## config.mk

```make
export PLATFORM = sky130hd
export DESIGN_NAME = tvdds_mac
export DESIGN_NICKNAME = d
export VERILOG_FILES = /design/src/hdl/two_voice_dds_note_sequencer_assert.svh /design/src/hdl/tvdds_pkg.sv /design/src/hdl/tvdds_mac.sv
export SDC_FILE = /design/constraint.sdc
export NUM_CORES = 1
export LEC_CHECK = 0
export ABC_AREA = 1
export BUFFER_PORTS_ARGS = -buffer_cell sky130_fd_sc_hd__buf_2
export CAP_MARGIN = 5
export CORE_MARGIN = 8
export CORE_UTILIZATION = 55
export CTS_BUF_LIST = sky130_fd_sc_hd__clkbuf_8
export CTS_CLUSTER_SIZE = 28
export DETAILED_ROUTE_END_ITERATION = 10
export GPL_TIMING_DRIVEN = 0
export PLACE_DENSITY = 0.81
export SETUP_SLACK_MARGIN = 0.05
export SYNTH_ARGS = -nofsm -noshare
export SYNTH_HDL_FRONTEND = slang
export SYNTH_SLANG_ARGS = --single-unit
```

## constraint.sdc

```tcl
create_clock -name aclk -period 7.9 [get_ports aclk]
set_input_delay 0.395 -clock aclk [delete_from_list [all_inputs] [get_ports aclk]]
set_output_delay 0.395 -clock aclk [all_outputs]
set_load 0.03 [all_outputs]
```

## src/hdl/two_voice_dds_note_sequencer_assert.svh

```systemverilog
// assertion macros for the two-voice dds note sequencer
// used by the top level only, no other dependencies
`ifndef TWO_VOICE_DDS_NOTE_SEQUENCER_ASSERT_SVH
`define TWO_VOICE_DDS_NOTE_SEQUENCER_ASSERT_SVH

// condition must hold in the same cycle as the trigger
`define TVDDS_ASSERT_NOW(lbl, clk, rst_n, trig, cond) \
    lbl: assert property (@(posedge clk) disable iff (!rst_n) (trig) |-> (cond)) \
        else $error("sequencer check failed");

// condition must hold in the cycle after the trigger
`define TVDDS_ASSERT_NEXT(lbl, clk, rst_n, trig, cond) \
    lbl: assert property (@(posedge clk) disable iff (!rst_n) (trig) |=> (cond)) \
        else $error("sequencer check failed");

`endif

```

## src/hdl/tvdds_pkg.sv

```systemverilog
// shared constants and types for the two-voice dds note sequencer
// no dependencies
`timescale 1ns / 1ps
`default_nettype none

package tvdds_pkg;

    // table geometry defaults
    localparam int TABLE_ROWS_DEF  = 256;
    localparam int REPEAT_JUMP_DEF = 64;
    localparam int ROW_WIDTH       = 48;

    // register reset values
    localparam logic [15:0] NOTE_LENGTH_RST = 16'd2200;
    localparam logic [15:0] GAP_ONE_RST     = 16'd800;
    localparam logic [15:0] GAP_TWO_RST     = 16'd200;

    // arithmetic constants
    localparam int PITCH_SCALE  = 134213;
    localparam int LCG_MUL      = 2053;
    localparam int LCG_INC      = 13849;
    localparam int NOISE_CUTOFF = 2000;
    localparam int LEVEL_ONE    = 60;
    localparam int LEVEL_TWO    = 40;

    // row markers in the voice-one word
    localparam logic signed [15:0] MARK_REPEAT = -16'sd2;
    localparam logic signed [15:0] MARK_END    = -16'sd1;

    // item kinds carried on tuser
    localparam logic [1:0] MODE_TICK    = 2'd0;
    localparam logic [1:0] MODE_LOAD    = 2'd1;
    localparam logic [1:0] MODE_RESTART = 2'd2;

    // configuration register indexes
    localparam logic [1:0] REG_NOTE_LENGTH = 2'd0;
    localparam logic [1:0] REG_GAP_ONE     = 2'd1;
    localparam logic [1:0] REG_GAP_TWO     = 2'd2;

    // operands of the shared multiply-add unit: a * b + c, low 32 bits
    typedef struct packed {
        logic signed [16:0] a;
        logic [17:0]        b;
        logic [31:0]        c;
    } mac_op_t;

endpackage

`default_nettype wire

```

## src/hdl/tvdds_mac.sv

```systemverilog
// shared multiply-add unit: registered low 32 bits of a * b + c
// depends on tvdds_pkg for the operand struct
`timescale 1ns / 1ps
`default_nettype none

module tvdds_mac (
    input  wire logic              aclk,
    input  wire tvdds_pkg::mac_op_t op,
    output logic [31:0]             result
);

    import tvdds_pkg::*;

    logic signed [35:0] prod;
    logic [31:0]        result_reg;

    assign prod = op.a * $signed({1'b0, op.b});

    always_ff @(posedge aclk) begin
        result_reg <= prod[31:0] + op.c;
    end

    assign result = result_reg;

endmodule

`default_nettype wire

```

==> metrics.txt <==
fin crit share=0.7838; I/O Buffers=66; Post-Syn Nets=2125; Initial Util=0.5547; worst hold path depth=2; CTS root buf=clkbuf_8; Synth Register Bits=32; DR WL/cell=roughly 16 um; cells after synthesis=roughly 1700; Worst setup SP type=input port; M3 GR Usage=0.03806; vias per inst=5.017; status=complete, no violations; unrepaired setup endpoints after global routing=false; core area=about 0.022 mm^2; # setup viols final=0; Die ar.=0.02770 mm^2; Yosys cell types=29; setup_tns=0 ns; largest net degree at the start of global routing=11; Total Routed Length=32860 um; DP HPWL=between 20000 and 30000 um; Worst Tran Pin Value=0.7761 ns; CP Capture Type=flip-flop; Hold Crit Class=in -> reg; Max Root-Sink Buffers=2; Critical Path Source=op[39]; first-pass GRT wire length=53900 um; Core Rows=55; post-CTS setup buffers=0; fin. max-slew vios=0; Final nets=2198; share of the synthesized area in the top cell type=0.4327; most frequent CP cell=inv_1; via count=10230; synth top area cells=fa_1 43%, inv_1 18%, nand2_1 14%; Worst setup endpoint=result[23]$_DFF_P_; share of cells above drive strength 1=0.05641; routability cong.=0.9451; Worst Setup Path Type=in -> reg; Max Fclk=161.5 MHz; H-tree levels=2; worst path cell trace=clkbuf_1, clkbuf_1, nand2_1, fa_1, inv_1, fa_1, inv_1, fa_1, inv_1, fa_1, fa_1, inv_1, fa_1, inv_1, ha_1, nand2_1, nor2_1, inv_1, nor2_1, nand4_1, nand3_1, nand2_1, inv_1, nor2_1; Max-slew headroom=0.4826; clock sink count=32; warnings from Yosys=0; Final min period=between 6 and 7 ns; Max-Cap Viols=0; GRT Max-Usage Layer=met2; Final Hold Viols=0; Synth area leader=fa_1; crit path max fanout=10; max incr delay on CP=0.58 ns; met2 Use GR=0.4239; Gates resized, CTS repair=0; max reg flops=32; TritonRoute pass-1 iters=5; Die X-Extent=166.4 um; met1 Use GR=0.2972; number of global-route vias before repair=10910; hold_buf cts=0; sequential share of the synthesized area=0.05148; syn avg cell area=7.403 um^2; initial detailed-routing violation count=668; DRC Markers=0; crit path DAT=6.39 ns; GRT Util Overall=0.2454; Mapped Area=0.01244 mm^2; CP Data Required Time=around 8.1 ns; IO Pins=100; Synth-to-Final Area Change=6.264%; Final ANT Viol Nets=0; diode count=0; TritonCTS clock tree=built; Die Span Y=166.4 um; initial antenna violation count=0; Num CTS Buffers=5; Worst-path clk slew=0.08 ns; grt total ovfl=0; Crit-path slowest cell=fa_1
==> per-layer routing <==
layer | share of wire | wire length (um) | up-vias
met5 | 0 | 0 | -
met4 | 0.053 | 1727 | 0
met3 | 0.079 | 2585 | 90
met2 | 0.49 | 16000 | 449
met1 | 0.38 | 12550 | 4951
li1 | - | - | 4744
==> layout make-up <==
cell class / count / area (um^2)
multi-input combinational: 990 / 9325
fill: 2025 / 9210
clock inverter: 2 / 10.01
tap: 285 / 356.6
buffer: 68 / 260.3
inverter: 591 / 2218
timing repair buffer: 66 / 330.3
sequential: 32 / 640.6
clock buffer: 6 / 82.58
==> layout by cell type, fill, tap and decap left out <==
cell and instances:
nand3_1 29, nand3_2 3, inv_1 589, clkbuf_8 6
inv_2 2, or2_2 4, o21a_1 1, nor2_1 52
nand4_1 10, and2_1 1, nor3_2 1, o21bai_1 8
nand2_1 450, nor3_1 4, ha_1 107, a21oi_1 19
o21ai_0 3, nor2_2 2, nand2_2 4, xor2_1 15
clkbuf_2 1, buf_2 69, fa_1 269, clkbuf_1 60
a21oi_2 3, o21ai_1 1, xnor2_1 2, nor2_4 2
clkinv_2 2, dfxtp_1 32, buf_1 4
==> critical path: cells and delay by family <==
family                   cells  cell delay (ns)
AND/OR/NAND/NOR              8             1.03
buffers and inverters        9             1.43
adder cells (fa/ha/maj)      7             3.52
==> per-stage QoR <==
stage / cell area [um^2] / util / cells / setup slack [ns] / hold WS (ns)
final: 13220 / 0.5895 / 2040 / 1.708 / 0.3300
after floorplan: 12440 / - / 1681 / 2.567 / 0.5248
after global placement: 13130 / 0.5853 / 2032 / 1.480 / 0.6175
after global routing: 13220 / 0.5895 / 2040 / 1.426 / 0.3201
after CTS: 13220 / 0.5895 / 2040 / 1.725 / 0.3297
after detailed placement: 13130 / 0.5853 / 2032 / 1.440 / 0.6226
==> Yosys cell counts (all sizes together) <==
| cell type | n |
|---|---|
| nor2 | 56 |
| fa | 269 |
| or2 | 4 |
| nand3 | 32 |
| dfxtp | 32 |
| nand4 | 10 |
| buf | 7 |
| xor2 | 15 |
| o21bai | 8 |
| and2 | 1 |
| o21ai | 4 |
| ha | 107 |
| inv | 591 |
| nand2 | 454 |
| a21oi | 22 |
| clkbuf | 61 |
| o21a | 1 |
| xnor2 | 2 |
| nor3 | 5 |
==> how the worst min path moves through the flow <==
| stage | start | slack, ns | to |
|---|---|---|---|
| 4_1_cts | op[0] | 0.33 | result[0]$_DFF_P_ |
| 2_1_floorplan | op[0] | 0.52 | result[0]$_DFF_P_ |
| 3_5_place_dp | op[0] | 0.62 | result[0]$_DFF_P_ |
| 5_1_grt | op[0] | 0.32 | result[0]$_DFF_P_ |
| 6_report | op[0] | 0.33 | result[0]$_DFF_P_ |
| 3_3_place_gp | op[0] | 0.62 | result[0]$_DFF_P_ |
==> cell families (layout without fill, tap and decap cells) <==
group | after synthesis | in the layout | synth area share
XOR/XNOR | 17 | 17 | 0.01197
AND/OR/NAND/NOR | 562 | 562 | 0.1803
buffers and inverters | 659 | 733 | 0.1992
adder cells (fa/ha/maj) | 376 | 376 | 0.5403
AO/OA/AOI/OAI | 35 | 35 | 0.01679
flip-flops | 32 | 32 | 0.05148
Power is not shown: default switching activity piles up to over one toggle a cycle in this logic, so the estimate is an artifact.
